File: config.mk
export PLATFORM = sky130hd
export DESIGN_NAME = slist_ctrl
export DESIGN_NICKNAME = d
export VERILOG_FILES = /design/src/rtl/slist_pkg.sv /design/src/rtl/slist_ctrl.sv
export SDC_FILE = /design/constraint.sdc
export NUM_CORES = 1
export LEC_CHECK = 0
export BUFFER_PORTS_ARGS = -buffer_cell sky130_fd_sc_hd__buf_2
export CAP_MARGIN = 40
export CORE_ASPECT_RATIO = 0.9
export CORE_MARGIN = 4
export CORE_UTILIZATION = 46
export CTS_CLUSTER_DIAMETER = 150
export DETAILED_ROUTE_END_ITERATION = 10
export GPL_ROUTABILITY_DRIVEN = 0
export HOLD_SLACK_MARGIN = 0.1
export PLACE_DENSITY_LB_ADDON = 0.15
export SLEW_MARGIN = 5
export SYNTH_ARGS = -nofsm -noshare
export SYNTH_HDL_FRONTEND = slang
export SYNTH_SLANG_ARGS = --single-unit
File: constraint.sdc
create_clock -name clk -period 1.5 [get_ports clk]
set_input_delay 0.15 -clock clk [delete_from_list [all_inputs] [get_ports clk]]
set_output_delay 0.15 -clock clk [all_outputs]
set_load 0.01 [all_outputs]
File: src/rtl/slist_pkg.sv
// Shared constants, codes and controller/datapath interface types for the
// sequential list engine. No dependencies; imported by the controller, datapath and top level.
package slist_pkg;

    // field widths
    localparam int OP_W      = 2;
    localparam int VAL_W     = 32;
    localparam int IDX_W     = 8;
    localparam int POS_W     = 8;
    localparam int CNT_W     = 9;
    localparam int CAP_W     = 9;
    localparam int CFG_IDX_W = 1;
    localparam int CFG_W     = 9;

    localparam int DEPTH_DEF = 256;
    localparam logic [CAP_W-1:0] CAP_RESET = CAP_W'(256);

    // operation codes
    localparam logic [OP_W-1:0] OP_INSERT = 2'd0;
    localparam logic [OP_W-1:0] OP_SEARCH = 2'd1;
    localparam logic [OP_W-1:0] OP_REMV   = 2'd2;
    localparam logic [OP_W-1:0] OP_REMI   = 2'd3;

    // configuration register indexes
    localparam logic [CFG_IDX_W-1:0] CFG_KEEP_SORTED = 1'b0;
    localparam logic [CFG_IDX_W-1:0] CFG_CAPACITY    = 1'b1;

    typedef enum logic [2:0] {
        CUR_HOLD, CUR_ZERO, CUR_COUNT, CUR_POS, CUR_INC, CUR_DEC, CUR_MID_P1
    } cur_op_t;

    typedef enum logic [1:0] {HI_HOLD, HI_COUNT, HI_MID} hi_op_t;

    typedef enum logic [2:0] {
        POS_HOLD, POS_COUNT, POS_CUR, POS_MID, POS_IDX
    } pos_op_t;

    typedef enum logic [2:0] {RA_CUR_M1, RA_CUR, RA_CUR_P1, RA_MID, RA_LAST} raddr_sel_t;

    typedef enum logic [1:0] {WA_CUR, WA_COUNT, WA_POS} waddr_sel_t;

    typedef enum logic {WD_VALUE, WD_RDATA} wdata_sel_t;

    typedef enum logic [1:0] {CNT_HOLD, CNT_INC, CNT_DEC} cnt_op_t;

    typedef struct packed {
        logic       load_req;
        cur_op_t    cur_op;
        hi_op_t     hi_op;
        pos_op_t    pos_op;
        raddr_sel_t raddr_sel;
        logic       we;
        waddr_sel_t waddr_sel;
        wdata_sel_t wdata_sel;
        cnt_op_t    cnt_op;
        logic       set_ok;
        logic       out_load;
    } cmd_t;

    typedef struct packed {
        logic [OP_W-1:0] op;
        logic            keep_sorted;
        logic            room;
        logic            idx_ok;
        logic            cur_zero;
        logic            cur_lt_count;
        logic            cur_p1_lt_count;
        logic            lo_lt_hi;
        logic            rd_eq;
        logic            v_lt_rd;
        logic            rd_lt_v;
        logic            out_free;
    } sts_t;

endpackage

File: src/rtl/slist_ctrl.sv
// Controller state machine: sequences RAM reads and writes for each list
// operation. Depends on slist_pkg.
module slist_ctrl (
    input  logic            clk,
    input  logic            rst_n,
    input  logic            req_valid,
    output logic            req_stall,
    input  slist_pkg::sts_t sts,
    output slist_pkg::cmd_t cmd
);

    import slist_pkg::*;

    localparam logic [3:0] S_IDLE     = 4'd0;
    localparam logic [3:0] S_DISPATCH = 4'd1;
    localparam logic [3:0] S_INS_RD   = 4'd2;
    localparam logic [3:0] S_INS_CMP  = 4'd3;
    localparam logic [3:0] S_BS_RD    = 4'd4;
    localparam logic [3:0] S_BS_CMP   = 4'd5;
    localparam logic [3:0] S_LS_RD    = 4'd6;
    localparam logic [3:0] S_LS_CMP   = 4'd7;
    localparam logic [3:0] S_RM_START = 4'd8;
    localparam logic [3:0] S_RMS_RD   = 4'd9;
    localparam logic [3:0] S_RMS_WR   = 4'd10;
    localparam logic [3:0] S_RMU_WR   = 4'd11;
    localparam logic [3:0] S_FINISH   = 4'd12;

    logic [3:0] state_reg, state_next;

    always_comb
    begin
        state_next    = state_reg;
        cmd.load_req  = 1'b0;
        cmd.cur_op    = CUR_HOLD;
        cmd.hi_op     = HI_HOLD;
        cmd.pos_op    = POS_HOLD;
        cmd.raddr_sel = RA_CUR;
        cmd.we        = 1'b0;
        cmd.waddr_sel = WA_CUR;
        cmd.wdata_sel = WD_VALUE;
        cmd.cnt_op    = CNT_HOLD;
        cmd.set_ok    = 1'b0;
        cmd.out_load  = 1'b0;

        case (state_reg)
            S_IDLE:
            begin
                if (req_valid)
                begin
                    cmd.load_req = 1'b1;
                    state_next   = S_DISPATCH;
                end
            end
            S_DISPATCH:
            begin
                case (sts.op)
                    OP_INSERT:
                    begin
                        if (!sts.room)
                        begin
                            state_next = S_FINISH;
                        end
                        else if (sts.keep_sorted)
                        begin
                            cmd.cur_op = CUR_COUNT;
                            state_next = S_INS_RD;
                        end
                        else
                        begin
                            // append
                            cmd.we        = 1'b1;
                            cmd.waddr_sel = WA_COUNT;
                            cmd.pos_op    = POS_COUNT;
                            cmd.cnt_op    = CNT_INC;
                            cmd.set_ok    = 1'b1;
                            state_next    = S_FINISH;
                        end
                    end
                    OP_SEARCH, OP_REMV:
                    begin
                        cmd.cur_op = CUR_ZERO;
                        if (sts.keep_sorted)
                        begin
                            cmd.hi_op  = HI_COUNT;
                            state_next = S_BS_RD;
                        end
                        else
                        begin
                            state_next = S_LS_RD;
                        end
                    end
                    default:
                    begin
                        if (sts.idx_ok)
                        begin
                            cmd.pos_op = POS_IDX;
                            state_next = S_RM_START;
                        end
                        else
                        begin
                            state_next = S_FINISH;
                        end
                    end
                endcase
            end
            S_INS_RD:
            begin
                if (sts.cur_zero)
                begin
                    cmd.we     = 1'b1;
                    cmd.pos_op = POS_CUR;
                    cmd.cnt_op = CNT_INC;
                    cmd.set_ok = 1'b1;
                    state_next = S_FINISH;
                end
                else
                begin
                    cmd.raddr_sel = RA_CUR_M1;
                    state_next    = S_INS_CMP;
                end
            end
            S_INS_CMP:
            begin
                if (sts.v_lt_rd)
                begin
                    // shift larger entry up one place
                    cmd.we        = 1'b1;
                    cmd.wdata_sel = WD_RDATA;
                    cmd.cur_op    = CUR_DEC;
                    state_next    = S_INS_RD;
                end
                else
                begin
                    cmd.we     = 1'b1;
                    cmd.pos_op = POS_CUR;
                    cmd.cnt_op = CNT_INC;
                    cmd.set_ok = 1'b1;
                    state_next = S_FINISH;
                end
            end
            S_BS_RD:
            begin
                if (sts.lo_lt_hi)
                begin
                    cmd.raddr_sel = RA_MID;
                    state_next    = S_BS_CMP;
                end
                else
                begin
                    state_next = S_FINISH;
                end
            end
            S_BS_CMP:
            begin
                if (sts.rd_eq)
                begin
                    cmd.pos_op = POS_MID;
                    if (sts.op == OP_SEARCH)
                    begin
                        cmd.set_ok = 1'b1;
                        state_next = S_FINISH;
                    end
                    else
                    begin
                        state_next = S_RM_START;
                    end
                end
                else if (sts.rd_lt_v)
                begin
                    cmd.cur_op = CUR_MID_P1;
                    state_next = S_BS_RD;
                end
                else
                begin
                    cmd.hi_op  = HI_MID;
                    state_next = S_BS_RD;
                end
            end
            S_LS_RD:
            begin
                if (sts.cur_lt_count)
                begin
                    cmd.raddr_sel = RA_CUR;
                    state_next    = S_LS_CMP;
                end
                else
                begin
                    state_next = S_FINISH;
                end
            end
            S_LS_CMP:
            begin
                if (sts.rd_eq)
                begin
                    cmd.pos_op = POS_CUR;
                    if (sts.op == OP_SEARCH)
                    begin
                        cmd.set_ok = 1'b1;
                        state_next = S_FINISH;
                    end
                    else
                    begin
                        state_next = S_RM_START;
                    end
                end
                else
                begin
                    cmd.cur_op = CUR_INC;
                    state_next = S_LS_RD;
                end
            end
            S_RM_START:
            begin
                if (sts.keep_sorted)
                begin
                    cmd.cur_op = CUR_POS;
                    state_next = S_RMS_RD;
                end
                else
                begin
                    cmd.raddr_sel = RA_LAST;
                    state_next    = S_RMU_WR;
                end
            end
            S_RMS_RD:
            begin
                if (sts.cur_p1_lt_count)
                begin
                    cmd.raddr_sel = RA_CUR_P1;
                    state_next    = S_RMS_WR;
                end
                else
                begin
                    cmd.cnt_op = CNT_DEC;
                    cmd.set_ok = 1'b1;
                    state_next = S_FINISH;
                end
            end
            S_RMS_WR:
            begin
                cmd.we        = 1'b1;
                cmd.wdata_sel = WD_RDATA;
                cmd.cur_op    = CUR_INC;
                state_next    = S_RMS_RD;
            end
            S_RMU_WR:
            begin
                // last entry fills the hole
                cmd.we        = 1'b1;
                cmd.waddr_sel = WA_POS;
                cmd.wdata_sel = WD_RDATA;
                cmd.cnt_op    = CNT_DEC;
                cmd.set_ok    = 1'b1;
                state_next    = S_FINISH;
            end
            S_FINISH:
            begin
                if (sts.out_free)
                begin
                    cmd.out_load = 1'b1;
                    state_next   = S_IDLE;
                end
            end
            default:
            begin
                state_next = S_IDLE;
            end
        endcase
    end

    always_ff @(posedge clk or negedge rst_n)
    begin
        if (!rst_n)
        begin
            state_reg <= S_IDLE;
        end
        else
        begin
            state_reg <= state_next;
        end
    end

    assign req_stall = (state_reg != S_IDLE);

endmodule

==> results of run 1 <==
what timing repair did:
item                                    in CTS  in global routing
endpoints found under the setup margin      20                 23
resized for setup                           30                 23
pin swaps                                   13                  6
gates cloned                                 1                  0
buffers inserted                             8                  4
hold buffers                                 1                  0
hold endpoints to repair                     4                  0
report_power, final:
| part | internal [uW] | leakage [uW] | switching, uW |
|---|---|---|---|
| logic | 1120 | 0.000635 | 1180 |
| clock network | 89.8 | 0.0000138 | 47.8 |
| registers | 166 | 0.0000462 | 134 |
| total | 1380 | 0.000695 | 1370 |
stage by stage:
step / instances / area (sq um)
floorplan: 111 / 787
global placement: 183 / 1100
detailed placement: 183 / 1100
CTS: 195 / 1300
global route: 199 / 1430
finish: 199 / 1430
synth_stat cells (all sizes together):
master and instances:
ha 4, o211ai 2, clkinv 1, a221oi 1
a21boi 1, nor3b 1, a41oi 1, a32oi 1
nand3 6, nor2b 6, nor3 7, nand3b 1
dfrtp 4, o2111ai 1, and4 1, o41a 1
nand4b 1, o22ai 1, o21ai 7, nand2b 5
inv 6, o31ai 1, o311ai 1, nand2 12
nor4 2, and3b 1, o221a 1, nor2 9
and3 3, or3 4, a21oi 8, buf 9
a211oi 1
layout make-up:
cell class	instances	area, sq um	share of cell area
Sequential cell	4	104	0.0724
Timing Repair Buffer	72	522	0.364
Inverter	7	26.3	0.0183
Tap cell	22	27.5	0.0192
Clock buffer	3	22.5	0.0157
Multi-Input combinational cell	91	732	0.510
per-layer routing:
layer	vias to the layer above	wire (um)
met5	-	0
met4	0	262
met3	35	601
met2	153	2150
met1	572	1600
li1	533	-
kinds of logic after synthesis:
group                    share of synthesized area
flip-flops                                   0.127
adder cells (fa/ha/maj)                     0.0636
AO/OA/AOI/OAI                                0.251
buffers and inverters                        0.124
AND/OR/NAND/NOR                              0.434
critical path, stage by stage, from the launching register on:
cell and delay, ps:
dfrtp_2 510, buf_4 180, nor3b_2 230, a21oi_2 80, o22ai_1 210, nand2_1 80
buf_2 150
worst max-delay path by stage:
stage                      start       to  slack [ps]  depth (start not counted)
finish              state_reg[3]   cmd[8]        -330                          6
global route        state_reg[3]   cmd[8]        -480                          6
CTS                 state_reg[0]   cmd[1]        -150                          5
detailed placement  state_reg[3]  cmd[17]         -50                          5
global placement    state_reg[3]  cmd[17]         -20                          5
floorplan           state_reg[0]   cmd[1]         110                          4
==> flow_summary.yaml, run 1 <==
layout:
  drive_above_1_share: 0.616
  syn2layout_area_growth_pct: 82.2
  diodes: 0
  layout_commonest_cell: "buf_2"
  fin_nets: 199
  largest_register_ffs: 4
  post-route-util: 0.938
  final_cell_mix: "34 x buf_2, 21 x buf_4, 15 x buf_6"
  fillers: 52
sta:
  slew_violations: 0
  tightest_slew_ps: 426
  skew_ps: 5.96
  final-setup-viol-count: 20
  whs_ps: 233
  postLayoutSetupSlackWorst_ps: -329
  rsz0062_at_grt: "true"
  relSlewSlack: 0.713
  tns_ps: -3010
  hold_violations: 0
  fmax_ghz: 0.547
  fin_crit_sh: 1.22
  period_minus_slack_ps: 1830
worst_setup_path:
  crit-reg2reg-capture: "state_reg[1]"
  r2r_slack_ps: -80
  crit_type: "reg -> out"
  worst_ep_required_time_ps: 1350
  cp-start-kind: "flop"
  r2r_start: "state_reg[3]"
  critPathMaxFanout: 8
  critPathArrivalTime_ps: 1680
  endpoint_kind: "output port"
  reg2regPathDepth: 5
hold_path:
  min_delay_path_depth: 2
  hold_class: "in -> reg"
  min_to: "state_reg[0]"
  hold_start: "req_valid"
route:
  drt_iter0_markers: 134
  wl_per_cell_um: 23.2
  via_per_inst: 6.50
  ant_nets: 0
  drt_pre_antenna_iters: 8
  drc: 0
  vias: 1293
  wl_um: 4610
grt:
  met2_usage: 0.551
  grt_max_degree: 11
  overflow: 0
  gr-usage-all-layers: 0.309
  grt_pass1_vias: 1176
  gr-usage-met3: 0.0730
  grt_pass1_wl_um: 5510
  antenna_found_initial: 0
  grt-busiest-layer: "met2"
  met1_usage: 0.368
placed_design:
  port_buffers: 36
  hpwl_um: 2090
  pre_cts_ws_ps: -48.4
synth:
  syn-num-nets: 131
  syn_inst: 111
  synth_top_area_frac: 0.127
  synth_cell_types: 42
  ys_warn_count: 0
  synth_seq_cells: 4
  avgSynthCellArea_sq_um: 7.09
  synth_area_sq_um: 787
  synth.yosys.seq_area_share: 0.127
  synth_top_area_cell: "dfrtp_1"
  ys_top_cells_by_area: "dfrtp_1 13%, ha_1 6.4%, nand2_1 5.7%"
clock_network:
  clk_path_buf_depth: 2
  clkSinkCount: 4
  htreeDepth: 1
  cts_buffers: 3
  clock-root-buffer: "clkbuf_4"
  clk_pin_slew_ps: 40
  cts_tree: "done"
  clkLatencyLatePin_ps: 240
floorplan:
  num_rows: 13
  fp.dieW_um: 51.6
  ioPinCount: 37
  die_height_um: 47.2
  start_util: 0.515
  die_area_sq_mm: 0.00244
  core_area_sq_mm: 0.00153
power:
  leakagePower_uw: 0.000695
  power_uw: 2740
  powerDensity_mw_per_mm2: 1910
  vdd_ir_drop_max_mv: 1.19
flow_run:
  max_cap_viol_count: 0
status:
  status: "finished, violations left"
  violations: "negative setup slack"
Power figures use the tool's default switching activity.
==> run 2: changes to the inputs <==
--- a/config.mk
+++ b/config.mk
@@ -7,10 +7,13 @@
 export LEC_CHECK = 0
 export BUFFER_PORTS_ARGS = -buffer_cell sky130_fd_sc_hd__buf_2
 export CAP_MARGIN = 40
+export CELL_PAD_IN_SITES_DETAIL_PLACEMENT = 0
+export CELL_PAD_IN_SITES_GLOBAL_PLACEMENT = 1
 export CORE_ASPECT_RATIO = 0.9
 export CORE_MARGIN = 4
-export CORE_UTILIZATION = 46
+export CORE_UTILIZATION = 31
 export CTS_CLUSTER_DIAMETER = 150
+export CTS_CLUSTER_SIZE = 10
 export DETAILED_ROUTE_END_ITERATION = 10
 export GPL_ROUTABILITY_DRIVEN = 0
 export HOLD_SLACK_MARGIN = 0.1
==> flow_summary.yaml, run 2 (synthesis results as in run 1) <==
clock_network:
  clk_pin_slew_ps: 40
  clk_path_buf_depth: 2
  clkSinkCount: 4
  clkLatencyLatePin_ps: 250
  cts_buffers: 3
  cts_tree: "done"
  clock-root-buffer: "clkbuf_4"
  htreeDepth: 1
grt:
  grt_pass1_vias: 1068
  grt_max_degree: 12
  antenna_found_initial: 0
  grt_pass1_wl_um: 5010
  gr-usage-all-layers: 0.193
  overflow: 0
placed_design:
  port_buffers: 36
  place_area_sq_mm: 0.00112
  hpwl_um: 2220
  pre_cts_ws_ps: -102
floorplan:
  core_area_sq_mm: 0.00245
  start_util: 0.322
  ioPinCount: 37
  num_rows: 17
  fp.dieW_um: 61.1
  die_height_um: 55.8
  die_area_sq_mm: 0.00341
sta:
  fin_crit_sh: 1.15
  period_minus_slack_ps: 1730
  slew_violations: 0
  rsz0062_at_grt: "true"
  relSlewSlack: 0.778
  hold_violations: 0
  tns_ps: -2250
  skew_ps: 3.44
  final-setup-viol-count: 18
  whs_ps: 226
  tightest_slew_ps: 331
  fmax_ghz: 0.578
  postLayoutSetupSlackWorst_ps: -231
worst_setup_path:
  critPathMaxFanout: 5
  crit-reg2reg-capture: "state_reg[0]"
  crit_type: "reg -> out"
  critPathArrivalTime_ps: 1580
  worst_ep_required_time_ps: 1350
  endpoint_kind: "output port"
  r2r_start: "state_reg[0]"
  reg2regPathDepth: 4
  r2r_slack_ps: 40
  cp-start-kind: "flop"
route:
  ant_nets: 0
  drt_pre_antenna_iters: 4
  via_per_inst: 5.29
  vias: 1085
  drt_iter0_markers: 63
  wl_um: 3110
  wl_per_cell_um: 15.1
  drc: 0
power:
  vdd_ir_drop_max_mv: 1.07
  leakagePower_uw: 0.000712
  powerDensity_mw_per_mm2: 1780
layout:
  layout_commonest_cell: "buf_2"
  fin_nets: 199
  final_cell_mix: "32 x buf_2, 19 x buf_4, 16 x buf_6"
  syn2layout_area_growth_pct: 90.0
  diodes: 0
  final_area_sq_mm: 0.00150
  regArea_sq_um: 105
  drive_above_1_share: 0.616
  fillers: 192
  multiInputGateArea_sq_um: 726
  largest_register_ffs: 4
flow_run:
  max_cap_viol_count: 0
status:
  violations: "negative setup slack"
  status: "finished, violations left"
hold_path:
  hold_class: "in -> async"
-- run 2: cell type report --
class | count | share of cell area
Sequential cell | 4 | 0.0703
Clock buffer | 3 | 0.0151
Timing Repair Buffer | 72 | 0.388
Tap cell | 28 | 0.0234
Multi-Input combinational cell | 91 | 0.485
Inverter | 7 | 0.0176
-- run 2: where the power goes --
part           total [uW]  switching, uW  internal [uW]
clock network         145           54.8           90.2
registers             251           81.8            169
logic                2270           1040           1230
total                2660           1180           1490
-- run 2: worst max-delay path, cell delays in order, from the launching register on --
cell	delay (ps)
dfrtp_2	420
buf_12	140
nor2b_4	130
nand2_1	70
a21oi_2	60
or3_1	380
buf_2	150
-- run 2: repair_timing --
action | 4_1_cts | 5_1_grt
pin swaps | 12 | 8
hold buffers | 1 | 0
cloned | 1 | 0
resized for setup | 23 | 33
endpoints found under the hold margin | 4 | 0
endpoints found under the setup margin | 20 | 22
setup buffers | 11 | 3
-- run 2: per-layer routing --
metal	global-route usage	up-vias	wire, um
met2	0.292	38	1510
met3	0.0464	2	181
li1	-	531	-
met1	0.274	514	1400
met5	0	-	0
met4	0.0372	0	13
-- run 2: metrics by stage --
step	instances	util	total power, uW
2_1_floorplan	111	-	1140
5_1_grt	205	0.611	2850
3_5_place_dp	189	0.456	1740
4_1_cts	204	0.555	2390
3_3_place_gp	189	0.456	1730
6_report	205	0.611	2660
-- run 2: how the worst max path moves through the flow --
stage                     slack (ps)  cells after the start         start      end
after floorplan                  110                      4  state_reg[0]   cmd[1]
after global placement           -90                      5  state_reg[3]   cmd[1]
after detailed placement        -100                      5  state_reg[3]   cmd[1]
after CTS                       -240                      6  state_reg[2]  cmd[17]
after global routing            -280                      6  state_reg[2]  cmd[17]
final                           -230                      6  state_reg[3]   cmd[1]
==> run 3: changes to the inputs <==
--- a/config.mk
+++ b/config.mk
@@ -22,3 +22,4 @@
 export SYNTH_ARGS = -nofsm -noshare
 export SYNTH_HDL_FRONTEND = slang
 export SYNTH_SLANG_ARGS = --single-unit
+export TNS_END_PERCENT = 30
==> constraint.sdc (replaced) <==
create_clock -name clk -period 1.7 [get_ports clk]
set_input_delay 0.17 -clock clk [delete_from_list [all_inputs] [get_ports clk]]
set_output_delay 0.17 -clock clk [all_outputs]
set_load 0.01 [all_outputs]
==> flow_summary.yaml, run 3 (synthesis results as in run 1) <==
route:
  ant_nets: 0
  drc: 0
  via_per_inst: 5.50
  wl_per_cell_um: 14.7
  vias: 1062
  wl_um: 2840
  drt_pre_antenna_iters: 4
  drt_iter0_markers: 27
grt:
  overflow: 0
  grt_pass1_vias: 1040
  grt_max_degree: 22
  gr-usage-all-layers: 0.177
  grt_pass1_wl_um: 4660
  antenna_found_initial: 0
layout:
  drive_above_1_share: 0.515
  final_cell_mix: "35 x buf_2, 18 x buf_4, 12 x nand2_1"
  diodes: 0
  fin_nets: 187
  largest_register_ffs: 4
  fillers: 252
  layout_commonest_cell: "buf_2"
  final_area_sq_mm: 0.00125
  syn2layout_area_growth_pct: 58.7
status:
  status: "finished, violations left"
  violations: "negative setup slack"
floorplan:
  ioPinCount: 37
  start_util: 0.322
  fp.dieW_um: 61.1
  core_area_sq_mm: 0.00245
  die_area_sq_mm: 0.00341
  die_height_um: 55.8
  num_rows: 17
sta:
  skew_ps: 3.20
  final-setup-viol-count: 1
  hold_violations: 0
  postLayoutSetupSlackWorst_ps: -8.66
  tightest_slew_ps: 319
  fmax_ghz: 0.585
  period_minus_slack_ps: 1710
  relSlewSlack: 0.787
  fin_crit_sh: 1.01
  rsz0062_at_grt: "true"
  slew_violations: 0
worst_setup_path:
  crit_family: "simple AND/OR/NAND/NOR gates"
  worst_ep_required_time_ps: 1530
  r2r_start: "state_reg[2]"
  max_stage_delay_ps: 390
  r2r_slack_ps: 220
  critPathArrivalTime_ps: 1540
  endpoint_kind: "output port"
  cp-start-kind: "flop"
  reg2regPathDepth: 6
  crit-reg2reg-capture: "state_reg[1]"
  crit_end: "cmd[1]"
  critPathMaxFanout: 3
  crit_path_top_delay_cell: "dfrtp_1"
  crit_chain: "nor2b_2 -> o211ai_2 -> o21ai_2 -> or3_1 -> buf_2"
  crit_start: "state_reg[0]"
  crit_type: "reg -> out"
  path_buf_inv: 1
  path_depth: 5
placed_design:
  pre_cts_ws_ps: -1.87
  hpwl_um: 2050
  place_area_sq_mm: 0.00103
  port_buffers: 36
power:
  powerDensity_mw_per_mm2: 1500
  vdd_ir_drop_max_mv: 0.900
  leakagePower_uw: 0.000621
clock_network:
  clock-root-buffer: "clkbuf_4"
  clkSinkCount: 4
  clk_pin_slew_ps: 40
  htreeDepth: 1
  clk_path_buf_depth: 2
  cts_tree: "done"
  clkLatencyLatePin_ps: 230
  cts_buffers: 3
flow_run:
  max_cap_viol_count: 0
hold_path:
  hold_class: "in -> reg"
run 3: cell count changes in the layout (fill, tap and decap cells not counted), sizes merged:
| cell | previous run | this run |
|---|---|---|
| buf | 71 | 59 |
run 3: layout make-up:
| cell class | instances | area, sq um | area share |
|---|---|---|---|
| Tap cell | 28 | 35.0 | 0.0281 |
| Sequential cell | 4 | 103 | 0.0822 |
| Clock buffer | 3 | 22.5 | 0.0180 |
| Inverter | 7 | 26.3 | 0.0210 |
| Multi-Input combinational cell | 91 | 666 | 0.533 |
| Timing Repair Buffer | 60 | 397 | 0.318 |
run 3: where the power goes:
group,internal (uW),leakage (uW),total [uW],switching [uW]
Clock,78.6,0.0000138,112,33.5
Sequential,145,0.0000473,222,77.1
Combinational,756,0.000560,1530,778
Total,980,0.000621,1870,889
run 3: what timing repair did:
item,CTS,global route
pin swaps,6,5
gates resized for setup,12,12
setup endpoints to repair,14,9
gates cloned,0,0
buffers inserted,9,2
hold endpoints to repair,4,0
hold buffers,1,0
run 3: worst min-delay path by stage:
stage / from / end / depth (start not counted)
after detailed placement: rst_n / state_reg[2] / 1
after global routing: req_valid / state_reg[0] / 2
after CTS: req_valid / state_reg[0] / 2
after global placement: rst_n / state_reg[2] / 1
final: req_valid / state_reg[0] / 2
after floorplan: rst_n / state_reg[0] / 0
run 3: worst register-to-register path: stages (launching register included):
cell	delay (ps)
dfrtp_1	360
buf_12	140
buf_4	180
clkinv_1	90
nand2_1	170
o31ai_1	90
or3_1	320
run 3: routing by layer:
| layer | routed length [um] | vias up | global-route usage |
|---|---|---|---|
| met5 | 0 | - | 0 |
| li1 | - | 512 | - |
| met4 | 27 | 0 | 0.0372 |
| met3 | 173 | 4 | 0.0418 |
| met2 | 1390 | 43 | 0.282 |
| met1 | 1250 | 503 | 0.238 |
run 3: stage by stage:
step,power [uW],TNS [ps],utilization,instances,hold WS (ps)
floorplan,1000,0,-,111,-126
global placement,1380,0,0.423,178,-23.3
detailed placement,1380,-1.87,0.423,178,-22.7
CTS,1730,-4.35,0.478,191,244
global route,2030,-406,0.510,193,243
finish,1870,-8.66,0.510,193,251
